### config.mk
export PLATFORM = sky130hd
export DESIGN_NAME = sip_div
export DESIGN_NICKNAME = d
export VERILOG_FILES = /design/src/rtl/sip_pkg.sv /design/src/rtl/sip_div.sv
export SDC_FILE = /design/constraint.sdc
export NUM_CORES = 2
export LEC_CHECK = 0
export BUFFER_PORTS_ARGS = -buffer_cell sky130_fd_sc_hd__clkbuf_2
export CAP_MARGIN = 20
export CORE_UTILIZATION = 45
export CTS_CLUSTER_SIZE = 10
export DETAILED_ROUTE_END_ITERATION = 8
export HOLD_SLACK_MARGIN = 0.12
export MAX_ROUTING_LAYER = met4
export PLACE_DENSITY = 0.69
export SYNTH_ARGS = -nofsm -noshare
export SYNTH_HDL_FRONTEND = slang
export SYNTH_SLANG_ARGS = --single-unit
### constraint.sdc
create_clock -name i_clk -period 3.2 [get_ports i_clk]
set_input_delay 0.16 -clock i_clk [delete_from_list [all_inputs] [get_ports i_clk]]
set_output_delay 0.16 -clock i_clk [all_outputs]
set_load 0.01 [all_outputs]
### src/rtl/sip_pkg.sv
// Package for the segment intersection pipeline: widths and the stage payload type.
package sip_pkg;
    localparam int FIELD_W = 16;
    localparam int DW      = 18;   // coordinate difference
    localparam int PW      = 36;   // product of two differences
    localparam int CW      = 37;   // cross or dot of differences
    localparam int NW      = 55;   // numerator tn * r
    localparam int QW      = 19;   // quotient magnitude bits
    localparam int SQW     = 33;   // sum of squares of the point
    localparam int RTW     = 17;   // square root result bits

    typedef struct packed {
        logic hit;
        logic signed [FIELD_W-1:0] x;
        logic signed [FIELD_W-1:0] y;
    } t_point;
endpackage

### src/rtl/sip_div.sv
// Pipelined restoring divider, one quotient bit per stage, unsigned operands.
module sip_div import sip_pkg::*; #(
    parameter int NUM_W = 55,
    parameter int DEN_W = 37,
    parameter int Q_W   = 19
) (
    input  logic             i_clk,
    input  logic [NUM_W-1:0] i_num,
    input  logic [DEN_W-1:0] i_den,
    output logic [Q_W-1:0]   o_quo
);
    // quotient is known to fit in Q_W bits
    localparam int RW = DEN_W + 1;
    logic [RW-1:0]    r_rem [Q_W+1];
    logic [NUM_W-1:0] r_num [Q_W+1];
    logic [DEN_W-1:0] r_den [Q_W+1];
    logic [Q_W-1:0]   r_quo [Q_W+1];

    always_comb begin
        r_rem[0] = '0;
        r_num[0] = i_num;
        r_den[0] = i_den;
        r_quo[0] = '0;
    end

    for (genvar k = 0; k < Q_W; k++) begin : g_step
        logic [RW-1:0] n_trial;
        logic [RW-1:0] n_shift;
        logic [NUM_W-1:0] n_numd;
        // prefix of numerator down to the bit being decided
        always_comb begin
            n_numd  = r_num[k] >> (Q_W - 1 - k);
            n_shift = (k == 0) ? RW'(n_numd) : {r_rem[k][RW-2:0], n_numd[0]};
            n_trial = n_shift - {1'b0, r_den[k]};
        end
        always_ff @(posedge i_clk) begin
            r_num[k+1] <= r_num[k];
            r_den[k+1] <= r_den[k];
            if (!n_trial[RW-1]) begin
                r_rem[k+1] <= n_trial;
                r_quo[k+1] <= {r_quo[k][Q_W-2:0], 1'b1};
            end else begin
                r_rem[k+1] <= n_shift;
                r_quo[k+1] <= {r_quo[k][Q_W-2:0], 1'b0};
            end
        end
    end

    assign o_quo = r_quo[Q_W];
endmodule

==> flow_metrics.env <==
export IMPL_area_growth_pct=33.70
export IMPL_grt_overflow=0
export IMPL_worstSetupEndpointType="register"
export IMPL_switching_share_pct=37.02
export IMPL_syn_area_per_cell_um2=9.601
export IMPL_synth_edf_count=0
export IMPL_crit_required_ns=3.89
export IMPL_syn_inst=8201
export IMPL_pre_cts_ws_ns=-0.9983
export IMPL_die_area_mm2=0.1767
export IMPL_critPathMaxFanout=36
export IMPL_finalPower_uw=132000
export IMPL_crit_type="register to register"
export IMPL_drive_gt1_share_pct=27.88
export IMPL_synth_flop_cell="dfxtp_1"
export IMPL_cts_tree="yes"
export IMPL_cp_cell_sequence="inv_1, ha_1, nor2b_1, o31a_1, o311ai_2, buf_4, a211oi_2, buf_4, o211ai_1, a21oi_2, o2111ai_2, a311oi_1, buf_4, xor2_4, buf_12, mux2_2"
export IMPL_async_reset_ff_share_pct=0
export IMPL_drc=0
export IMPL_nFillCells=14250
export IMPL_multi_input_area_mm2=0.04383
export IMPL_timing_slew_headroom_pct=56.34
export IMPL_synthTopCellsByArea="dfxtp_1 (43%), ha_1 (11%), mux2_2 (6.5%)"
export IMPL_setup_ws_ns=-0.4268
export IMPL_routabilityCongestion=0.9716
export IMPL_clkTransAtPathRegs_ns=0.05
export IMPL_synth_top_cell_by_area="dfxtp_1"
export IMPL_dr_total_vias=64310
export IMPL_post_dp_hpwl_um=155000
export IMPL_clk_latency_ns=0.83
export IMPL_fin_crit_ns=3.627
export IMPL_dr_pass1_iters=7
export IMPL_ys_types=92
export IMPL_max_stage_delay_ns=0.36
export IMPL_start_kind="register"
export IMPL_h_tree_depth=4
export IMPL_nNetsFinal=10870
export IMPL_fin_crit_sh_pct=113.3
export IMPL_cp_arrival_ns=4.31
export IMPL_first_global_vias=66480
export IMPL_p_leak_uw=0.05080
export IMPL_vias_per_cell=5.164
export IMPL_cts_sinks=1693
export IMPL_p_seq_share_pct=24.0
export IMPL_die_h_um=420.3
export IMPL_combPwrFrac_pct=61.1
export IMPL_netSwitchingPower_uw=48860
export IMPL_io_pins=112
export IMPL_status="finished with violations"
export IMPL_hold_class="input port to register"
export IMPL_drtIter0Drc=2812
export IMPL_core_mm2=0.1738
export IMPL_clockPowerShare_pct=14.9
export IMPL_violations="setup timing"
export IMPL_fmax_mhz=275.7
export IMPL_final_common_cell="dfxtp_1"
export IMPL_wl_um=209800
export IMPL_initial_core_util_pct=45.30
export IMPL_setup_viol=544
export IMPL_seqCellArea_mm2=0.03397
export IMPL_wire_per_inst_um=16.85
export IMPL_maxSlewViolCount=0
export IMPL_worst_path_buf_inv=5
export IMPL_layout_common_cells="dfxtp_1 (1635), buf_4 (1442), inv_1 (874)"
export IMPL_final_antenna_net_count=0
export IMPL_grt_pass1_wl_um=319000
export IMPL_ir_drop_uv=586.5
export IMPL_synth_seq_cells=1693
export IMPL_synth_yosys_warnings=0
export IMPL_synth_area_mm2=0.07874
export IMPL_grt_max_degree=66
export IMPL_internal_power_uw=83150
export IMPL_critPathSlowestCell="mux2_2"
export IMPL_fin_skew_ns=0.03706
export IMPL_dpl_cell_area_mm2=0.09290
export IMPL_grt_antenna_before_repair=2
export IMPL_hold_viol_final=0
export IMPL_synth_top_area_share_pct=43.04
export IMPL_design_area_mm2=0.1053
export IMPL_cts_root_buf="clkbuf_16"
export IMPL_path_delay_family="compound AO/OA/AOI/OAI gates"
export IMPL_max_cap_violations=0
export IMPL_rows=153
export IMPL_rrSetupSlack_ns=-0.43
export IMPL_fin_hold_ws_ns=0.1875
export IMPL_portBuffers=111
export IMPL_clockBufferDepth=3
export IMPL_worstMarginPinSlew_ns=0.6384
export IMPL_die_w_um=420.3
export IMPL_ys_seq_area_share_pct=43.04
export IMPL_cpMostUsedCell="buf_4"
export IMPL_cts_buffers=195
export IMPL_utilization_pct=60.57
export IMPL_rsz0062_at_grt="true"
export IMPL_power_density_mw_per_mm2=1254
export IMPL_track_usage_pct=22.97
export IMPL_synth_fp_nets=9014
[Yosys cell counts (all sizes together), types with 61 or more instances]
library cell	n
a31oi	67
o21bai	69
and3	73
o21ai	446
a211oi	61
nand2b	75
inv	901
dfxtp	1693
nor2	344
xnor2	353
clkbuf	113
xor2	210
nand4	67
nor3	81
mux2	471
nand2	472
buf	76
ha	702
nand3	135
a21oi	642
a21o	363
nor2b	86
o21a	91
[per-layer routing]
metal	vias to the layer above	GRT usage (%)	wire (µm)
met4	0	16.60	17500
met5	-	-	0
met1	30100	19.76	70620
li1	32220	-	-
met2	1280	44.90	116000
met3	712	2.983	5653
[stage by stage]
stage | instances | setup TNS [ns]
2_1_floorplan | 8201 | -0.05509
3_3_place_gp | 11900 | -301.08
3_5_place_dp | 11900 | -322.18
4_1_cts | 12380 | -176.64
5_1_grt | 12460 | -177.11
6_report | 12460 | -99.81
[kinds of logic after synthesis]
kind of cell,Yosys count,share of synthesized area (%)
AOI/OAI and AO/OA,2109,17.06
DFF,1693,43.04
and+or+nand+nor,1506,9.200
buffers and inverters,1091,5.398
adders and majority gates,720,11.61
xor gates and xnor gates,563,6.262
muxes,519,7.422
[final cells by class]
cell class | count | share of cell area (%)
Multi-Input combinational cell | 5417 | 41.63
Sequential cell | 1693 | 32.27
Timing Repair Buffer | 1852 | 14.86
Clock buffer | 244 | 4.991
Inverter | 902 | 3.223
Tap cell | 2325 | 2.763
Clock inverter | 20 | 0.2591
Antenna cell | 2 | 0.004754
[power groups by stage]
| stage | Clock (µW) | Sequential [µW] | Combinational, µW |
|---|---|---|---|
| finish | 19700 | 31700 | 80700 |
| global route | 21100 | 32300 | 87200 |
| CTS | 20200 | 31500 | 72300 |
| detailed placement | 0 | 31900 | 66800 |
| global placement | 0 | 31800 | 65400 |
| floorplan | 0 | 30300 | 44400 |
[registers in the layout, summed over array words and instances, names as in the netlist]
register and cells:
r_num 153, o_quo 19, g_step.n_shift 666, r_quo 171, g_step.n_numd 18, r_den 666
[final timing paths]
kind / startpoint / end / depth (start not counted)
worst max register to register: r_den[149]$_DFF_P_ / g_step[16].n_shift[3]$_DFF_P_ / 16
worst max-delay path: r_den[149]$_DFF_P_ / g_step[16].n_shift[3]$_DFF_P_ / 16
worst min register to register: r_quo[82]$_DFF_P_ / r_quo[64]$_DFF_P_ / 0
worst min-delay path: i_num[42] / g_step[1].n_shift[25]$_DFF_P_ / 4
[worst min-delay path: stages]
cell	delay [ns]
dlygate4sd3_1	0.52
clkbuf_2	0.11
nor2_1	0.04
a21oi_1	0.11
[timing repair]
action / in CTS / in global routing
buffers inserted: 48 / 47
hold endpoints to repair: 92 / 0
hold buffers: 168 / 0
gates resized for setup: 290 / 501
endpoints found under the setup margin: 643 / 682
gates cloned: 17 / 33
pin swaps: 64 / 124
Note: power is estimated with default switching activity, not from simulation.
