## src/rtl/sip_pkg.sv

```systemverilog
// Package for the segment intersection pipeline: widths and the stage payload type.
package sip_pkg;
    localparam int FIELD_W = 16;
    localparam int DW      = 18;   // coordinate difference
    localparam int PW      = 36;   // product of two differences
    localparam int CW      = 37;   // cross or dot of differences
    localparam int NW      = 55;   // numerator tn * r
    localparam int QW      = 19;   // quotient magnitude bits
    localparam int SQW     = 33;   // sum of squares of the point
    localparam int RTW     = 17;   // square root result bits

    typedef struct packed {
        logic hit;
        logic signed [FIELD_W-1:0] x;
        logic signed [FIELD_W-1:0] y;
    } t_point;
endpackage

```

## src/rtl/sip_sqrt.sv

```systemverilog
// Pipelined integer square root, one result bit per stage.
module sip_sqrt import sip_pkg::*; (
    input  logic           i_clk,
    input  logic [SQW-1:0] i_val,
    output logic [RTW-1:0] o_root
);
    localparam int RW = SQW + 2;
    logic [RW-1:0]  r_rem  [RTW+1];
    logic [RTW-1:0] r_root [RTW+1];
    logic [SQW-1:0] r_val  [RTW+1];

    always_comb begin
        r_rem[0]  = '0;
        r_root[0] = '0;
        r_val[0]  = i_val;
    end

    for (genvar k = 0; k < RTW; k++) begin : g_step
        logic [RW-1:0] n_rem;
        logic [RW-1:0] n_trial;
        logic [1:0]    n_pair;
        always_comb begin
            n_pair  = 2'((34'(r_val[k]) >> (2 * (RTW - 1 - k))) & 34'd3);
            n_rem   = {r_rem[k][RW-3:0], n_pair};
            n_trial = n_rem - {{(RW-RTW-2){1'b0}}, r_root[k], 2'b01};
        end
        always_ff @(posedge i_clk) begin
            r_val[k+1] <= r_val[k];
            if (!n_trial[RW-1]) begin
                r_rem[k+1]  <= n_trial;
                r_root[k+1] <= {r_root[k][RTW-2:0], 1'b1};
            end else begin
                r_rem[k+1]  <= n_rem;
                r_root[k+1] <= {r_root[k][RTW-2:0], 1'b0};
            end
        end
    end

    assign o_root = r_root[RTW];
endmodule
```

## config.mk

```make
export PLATFORM = sky130hd
export DESIGN_NAME = sip_sqrt
export DESIGN_NICKNAME = d
export VERILOG_FILES = /design/src/rtl/sip_pkg.sv /design/src/rtl/sip_sqrt.sv
export SDC_FILE = /design/constraint.sdc
export NUM_CORES = 1
export LEC_CHECK = 0
export BUFFER_PORTS_ARGS = -buffer_cell sky130_fd_sc_hd__clkbuf_2
export CAP_MARGIN = 20
export CORE_ASPECT_RATIO = 0.6
export CORE_MARGIN = 8
export CORE_UTILIZATION = 60
export CTS_BUF_LIST = sky130_fd_sc_hd__clkbuf_4 sky130_fd_sc_hd__clkbuf_8
export CTS_CLUSTER_DIAMETER = 150
export DETAILED_ROUTE_END_ITERATION = 7
export GPL_TIMING_DRIVEN = 1
export PLACE_DENSITY = 0.74
export SLEW_MARGIN = 20
export SYNTH_ARGS = -nofsm -noshare
export SYNTH_HDL_FRONTEND = slang
export SYNTH_SLANG_ARGS = --single-unit
```

## constraint.sdc

```tcl
create_clock -name i_clk -period 5.2 [get_ports i_clk]
set_input_delay 1.04 -clock i_clk [delete_from_list [all_inputs] [get_ports i_clk]]
set_output_delay 1.04 -clock i_clk [all_outputs]
set_load 0.02 [all_outputs]
```

==> flow_metrics.py, run 1 <==
metrics = {
    "power": {
        "finalPower_mw": 20.47,
        "power_switching_mw": 6.540,
        "p_int_mw": 13.93,
        "cellLeakagePower_nw": 15.90,
        "pwr_density_cell_nw_per_um2": 550.0,
        "seq_power_share": 0.457,
        "power_frac_comb": 0.248,
        "vdd.ir_drop.worst_v": 0.0003041,
        "switching_share": 0.3194,
        "clkPwrFrac": 0.296,
    },
    "clock_tree": {
        "worst_skew_pair.late_latency_ps": 780,
        "post_cts_buffers": 0,
        "tritoncts": "built",
        "clkSinkCount": 902,
        "ctsLongestPathBuffers": 3,
        "cts.repair.resized": 0,
        "worst_setup_hold_path_clk_slew_ps": 70,
        "htree_levels": 3,
        "ctsRootBufferMaster": "clkbuf_8",
        "numCtsBuffers": 119,
        "hold_buffers": 0,
    },
    "timing": {
        "post-route-min-period_ps": 3765,
        "worst_clock_skew_ps": 47.81,
        "final_hold_viols": 0,
        "max-slew-margin-rel": 0.3368,
        "fmaxAchievable_mhz": 265.6,
        "layout_worst_path_cycle_share": 0.7241,
        "fin_tns_setup_ps": 0,
        "worst_slack_ps": 1435,
        "finalSetupViolations": 0,
        "hold-worst-slack_ps": 312.1,
        "max_slew.worst_pin.slew_ps": 987.6,
        "drv_slew": 0,
        "grt_setup_unrepaired": "false",
    },
    "logic_synthesis": {
        "ys_dominant_reg_cell": "dfxtp_1",
        "synth_warnings": 0,
        "netlist_area_um2": 33370,
        "ys_ff_latch": 902,
        "yosys.area.top_type": "dfxtp_1",
        "ys_top_cells_by_area": "dfxtp_1 (54%), ha_1 (5.7%), xnor2_1 (5.4%), xor2_1 (5.2%), inv_1 (2.4%)",
        "netlist-cell-type-count": 92,
        "synth_edf_count": 0,
        "yosys.area.top_type_share": 0.5411,
        "synthesis.instances": 3243,
        "synthesis.area_per_instance_um2": 10.29,
        "synth.yosys.seq_area_share": 0.5411,
        "synth_nets": 3428,
        "async_flop_share": 0,
    },
    "finish": {
        "finalNetCount": 3533,
        "fill_cells": 4269,
        "total_area_of_sequential_cells_um2": 18060,
        "multiInputGateArea_um2": 14130,
        "area_delta_synth_final_pct": 11.56,
        "post_route_cells_drive_above_1_share": 0.1073,
        "num_antenna_cells": 0,
        "most-common-layout-cells": "dfxtp_1 (902), inv_1 (216), nand2_1 (216), xnor2_1 (204), xor2_1 (196)",
        "fin_cells": 4206,
        "layout.cells.most_common": "dfxtp_1",
    },
    "detailed_routing": {
        "drc": 0,
        "first_iter_violations": 1659,
        "detail-route-antenna-nets": 0,
        "post_drt_wl_per_cell_um": 16.21,
        "vias": 22820,
        "viasPerCell": 5.425,
        "routed_wl_um": 68170,
        "drt_first_pass_iters": 6,
    },
    "floorplanning": {
        "fp.dieArea_um2": 63670,
        "floorplan.io_pins": 51,
        "fp.coreArea_um2": 55410,
        "floorplan.die.width_um": 320.5,
        "die-height_um": 198.7,
        "num_rows": 67,
        "floorplan.initialDensity": 0.6022,
    },
    "critical_path": {
        "worst_setup_path_start_kind": "register",
        "crit_required_ps": 5830,
        "cp.arrival_ps": 4400,
        "path_class": "reg2reg",
        "worstSetupEndpointType": "register",
        "timing.critical_path.fanout_max": 33,
    },
    "global_route": {
        "grt_max_degree": 35,
        "track_usage": 0.2128,
        "number_of_antenna_violations_at_the_first_check_in_global_routing": 3,
        "grt_pass1_wl_um": 112300,
        "grt_pass1_vias": 22410,
        "globalRouteOverflowTotal": 0,
    },
    "placed_design": {
        "post-dp-hpwl_um": 51280,
        "pre_cts_ws_ps": 1571,
        "placed_cells_incl_taps": 3986,
        "numPortBuffers": 50,
        "gpl.final_weighted_congestion": 0.9271,
    },
    "run_status": {
        "status": "finished, final reports clean",
    },
    "job": {
        "timing.max_cap.violations": 0,
    },
    "hold_path": {
        "hp-class": "reg2reg",
    },
}
power groups by stage:
stage | logic (mW) | clock network [mW] | registers [mW]
finish | 5.07 | 6.06 | 9.35
global placement | 4.71 | 0 | 9.43
detailed placement | 4.94 | 0 | 9.47
floorplan | 3.93 | 0 | 9.11
global route | 5.63 | 6.50 | 9.51
CTS | 4.99 | 6.20 | 9.33
cell usage after synthesis (all sizes together), types with 7 or more instances:
cell type / n
dfxtp: 902
inv: 218
nand2: 216
xnor2: 205
xor2: 198
nor2: 172
o21ai: 161
ha: 151
nor3: 134
nor4: 82
a21oi: 79
nand3: 75
clkbuf: 52
nand2b: 48
or3: 48
o21a: 39
or4: 39
a21o: 35
mux2: 34
nand4: 34
buf: 30
nor2b: 25
o31ai: 23
or2: 20
a211oi: 18
nand3b: 17
and3: 16
nand4b: 14
nor4b: 13
a31oi: 10
and2: 10
nor3b: 10
mux2i: 9
o211ai: 9
o21bai: 9
a2111oi: 7
flip-flops by register name (all words and copies together) (netlist names):
name	count
o_root	17
g_step.n_rem	477
r_val	240
r_root	136
g_step.n_pair	32
per-layer routing:
layer,global-route usage,wire length [µm],vias up
met1,0.3277,36180,10720
li1,-,-,11350
met4,0.05899,1065,4
met5,0,22,-
met3,0.04348,4400,101
met2,0.2975,26500,653
cells by family after synthesis:
kind of cell             Yosys count  share of synthesized area
AND/OR/NAND/NOR                  990                     0.1581
flip-flops                       902                     0.5411
AO/OA/AOI/OAI                    452                    0.08777
XOR/XNOR                         403                     0.1058
buffers and inverters            301                    0.03626
adder cells (fa/ha/maj)          151                    0.05662
multiplexers                      43                    0.01429
other                              1                  0.0001124
final timing paths:
| path | startpoint | endpoint | slack, ps | cells past startpoint |
|---|---|---|---|---|
| setup / recovery | r_root[34] | g_step[16].n_rem[23] | 1430 | 12 |
| hold / removal | r_val[102] | g_step[15].n_pair[1] | 310 | 0 |
| setup reg to reg | r_root[34] | g_step[16].n_rem[23] | 1430 | 12 |
| hold reg to reg | r_val[102] | g_step[15].n_pair[1] | 310 | 0 |
critical path, cell delays in order, from the launching register on:
cell	delay (ps)
dfxtp_1	340
inv_1	50
ha_1	330
nor2b_1	150
o31ai_1	380
a21oi_1	240
o21ai_0	600
nand2_1	190
xnor2_2	170
buf_4	240
inv_1	500
nand4_1	180
a22o_1	240
per-stage QoR:
stage	util	area, µm²
after floorplan	-	33370
after global placement	0.6195	34330
after detailed placement	0.6196	34330
after CTS	0.6719	37230
after global routing	0.6719	37230
final	0.6719	37230
layout make-up:
cell class | instances | area share
multi-input cells | 2040 | 0.3796
well taps | 759 | 0.02551
flip-flops and latches | 902 | 0.4850
repair buffers | 66 | 0.009948
clock buffers | 187 | 0.06476
inverters | 219 | 0.02208
clock inverters | 33 | 0.01311
Power figures use the tool's default switching activity.
==> run 2, diff against run 1 <==
- clock period: 5.2 -> 3.5 ns (I/O delays scaled with it)
==> run 2 against run 1 <==
Effect of this change:
- global-route usage grew 0.45 points
- clock-buffer cell count grew 4
- clock power grew 42%
- via count grew 1.5%
- routed wire length grew 1.5%
- critical path type unchanged
- critical endpoint is now g_step[16].n_rem[21]
==> flow_metrics.py, run 2 (synthesis gave the netlist of run 1 again) <==
metrics = {
    "power": {
        "power_switching_mw": 9.802,
        "vdd.ir_drop.worst_v": 0.0004797,
        "finalPower_mw": 30.26,
        "pwr_density_cell_nw_per_um2": 801.6,
        "seq_power_share": 0.458,
        "switching_share": 0.3239,
        "p_int_mw": 20.46,
        "power_frac_comb": 0.257,
        "cellLeakagePower_nw": 16.16,
        "clkPwrFrac": 0.284,
    },
    "timing": {
        "max-slew-margin-rel": 0.1959,
        "worst_clock_skew_ps": 59.28,
        "finalSetupViolations": 0,
        "fin_tns_setup_ps": 0,
        "drv_slew": 0,
        "final_hold_viols": 0,
        "layout_worst_path_cycle_share": 0.9575,
        "max_slew.worst_pin.slew_ps": 1196,
        "worst_slack_ps": 148.9,
        "fmaxAchievable_mhz": 298.4,
        "post-route-min-period_ps": 3351,
    },
    "critical_path": {
        "worstSetupEndpointType": "register",
        "path_cells": "or4_1 > or4_1 > or3_1 > nor3_1 > nand2_1 > xnor2_2 > inv_1 > nand3_1 > xnor2_1",
        "crit_required_ps": 4150,
        "critical_path_buf_inv_count": 1,
        "worst_setup_path_start_kind": "register",
        "path_class": "reg2reg",
        "cpMostUsedCell": "or4_1",
        "critical-path-slowest-cell": "or4_1",
        "cp.arrival_ps": 4000,
        "cp_slowest_stage_delay_ps": 560,
        "critPathTopFamily": "simple AND/OR/NAND/NOR gates",
        "timing.critical_path.fanout_max": 11,
    },
    "global_route": {
        "global_route.usage.met1": 0.3310,
        "globalRouteOverflowTotal": 0,
        "groute.layer.met3.usage": 0.05079,
        "grt_pass1_vias": 22700,
        "grt_max_degree": 33,
        "grt.met2_usage": 0.3049,
        "gr_busiest_metal": "met1",
        "track_usage": 0.2173,
        "grt_pass1_wl_um": 114700,
        "number_of_antenna_violations_at_the_first_check_in_global_routing": 4,
    },
    "finish": {
        "fin_area_um2": 37760,
        "post_route_cells_drive_above_1_share": 0.1159,
        "area_delta_synth_final_pct": 13.14,
        "layout.cells.most_common": "dfxtp_1",
        "finalNetCount": 3602,
        "most-common-layout-cells": "dfxtp_1 (902), inv_1 (216), nand2_1 (216), xnor2_1 (204), xor2_1 (196)",
        "largest_register_ff_count": 477,
        "fin_cells": 4273,
    },
    "floorplanning": {
        "die-height_um": 198.7,
        "floorplan.initialDensity": 0.6022,
        "fp.dieArea_um2": 63670,
        "fp.coreArea_um2": 55410,
        "floorplan.die.width_um": 320.5,
        "num_rows": 67,
        "floorplan.io_pins": 51,
    },
    "job": {
        "timing.max_cap.violations": 0,
    },
    "clock_tree": {
        "ctsLongestPathBuffers": 3,
        "tritoncts": "built",
        "worst_skew_pair.late_latency_ps": 780,
        "numCtsBuffers": 118,
        "worst_setup_hold_path_clk_slew_ps": 70,
        "ctsRootBufferMaster": "clkbuf_8",
        "clkSinkCount": 902,
        "htree_levels": 3,
    },
    "placed_design": {
        "placedInstanceArea_um2": 34640,
        "post-dp-hpwl_um": 51470,
        "placed_cells_incl_taps": 4023,
        "numPortBuffers": 50,
        "pre_cts_ws_ps": 65.91,
        "gpl.final_weighted_congestion": 0.9375,
    },
    "detailed_routing": {
        "first_iter_violations": 1842,
        "detail-route-antenna-nets": 0,
        "vias": 23160,
        "drt_first_pass_iters": 5,
        "post_drt_wl_per_cell_um": 16.19,
        "routed_wl_um": 69180,
        "drc": 0,
        "viasPerCell": 5.419,
    },
    "hold_path": {
        "hp-class": "in2reg",
    },
    "run_status": {
        "status": "finished, final reports clean",
    },
}
run 2: path summary, 6_finish.rpt:
kind / from / end / slack [ps] / depth (start not counted)
worst max register to register: g_step[15].n_rem[25] / g_step[16].n_rem[21] / 150 / 9
worst min-delay path: i_val[10] / r_val[538] / 80 / 1
worst min register to register: r_val[511] / r_val[478] / 300 / 0
worst max-delay path: g_step[15].n_rem[25] / g_step[16].n_rem[21] / 150 / 9
run 2: per-stage QoR:
| step | util | hold slack (ps) |
|---|---|---|
| after floorplan | - | 309.6 |
| after global placement | 0.6252 | 309.5 |
| after detailed placement | 0.6252 | 312.1 |
| after CTS | 0.6806 | 12.05 |
| after global routing | 0.6813 | 11.37 |
| final | 0.6814 | 75.48 |
run 2: per-layer routing:
| layer | vias up | wire [µm] |
|---|---|---|
| met5 | - | 0 |
| met4 | 0 | 1118 |
| met3 | 105 | 5287 |
| met2 | 738 | 26980 |
| met1 | 10820 | 35790 |
| li1 | 11490 | - |
run 2: what timing repair did:
action,4_1_cts,5_1_grt
endpoints found under the hold margin,32,0
setup endpoints to repair,0,70
setup buffers,0,1
hold buffers,32,0
resized for setup,0,11
run 2: layout make-up:
class	instances	area (µm²)
clock buffers	191	2441
flip-flops and latches	902	18060
clock inverters	24	311.5
diodes	2	5.005
multi-input cells	2040	14150
repair buffers	136	1013
well taps	759	949.7
fillers	4179	17660
inverters	219	825.8
run 2: power groups by stage:
stage | sequential (mW) | clock, mW | combinational (mW)
floorplan | 13.5 | 0 | 5.84
global placement | 14.0 | 0 | 7.22
detailed placement | 14.1 | 0 | 7.55
CTS | 13.8 | 8.81 | 7.66
global route | 14.1 | 9.27 | 8.68
finish | 13.9 | 8.60 | 7.79
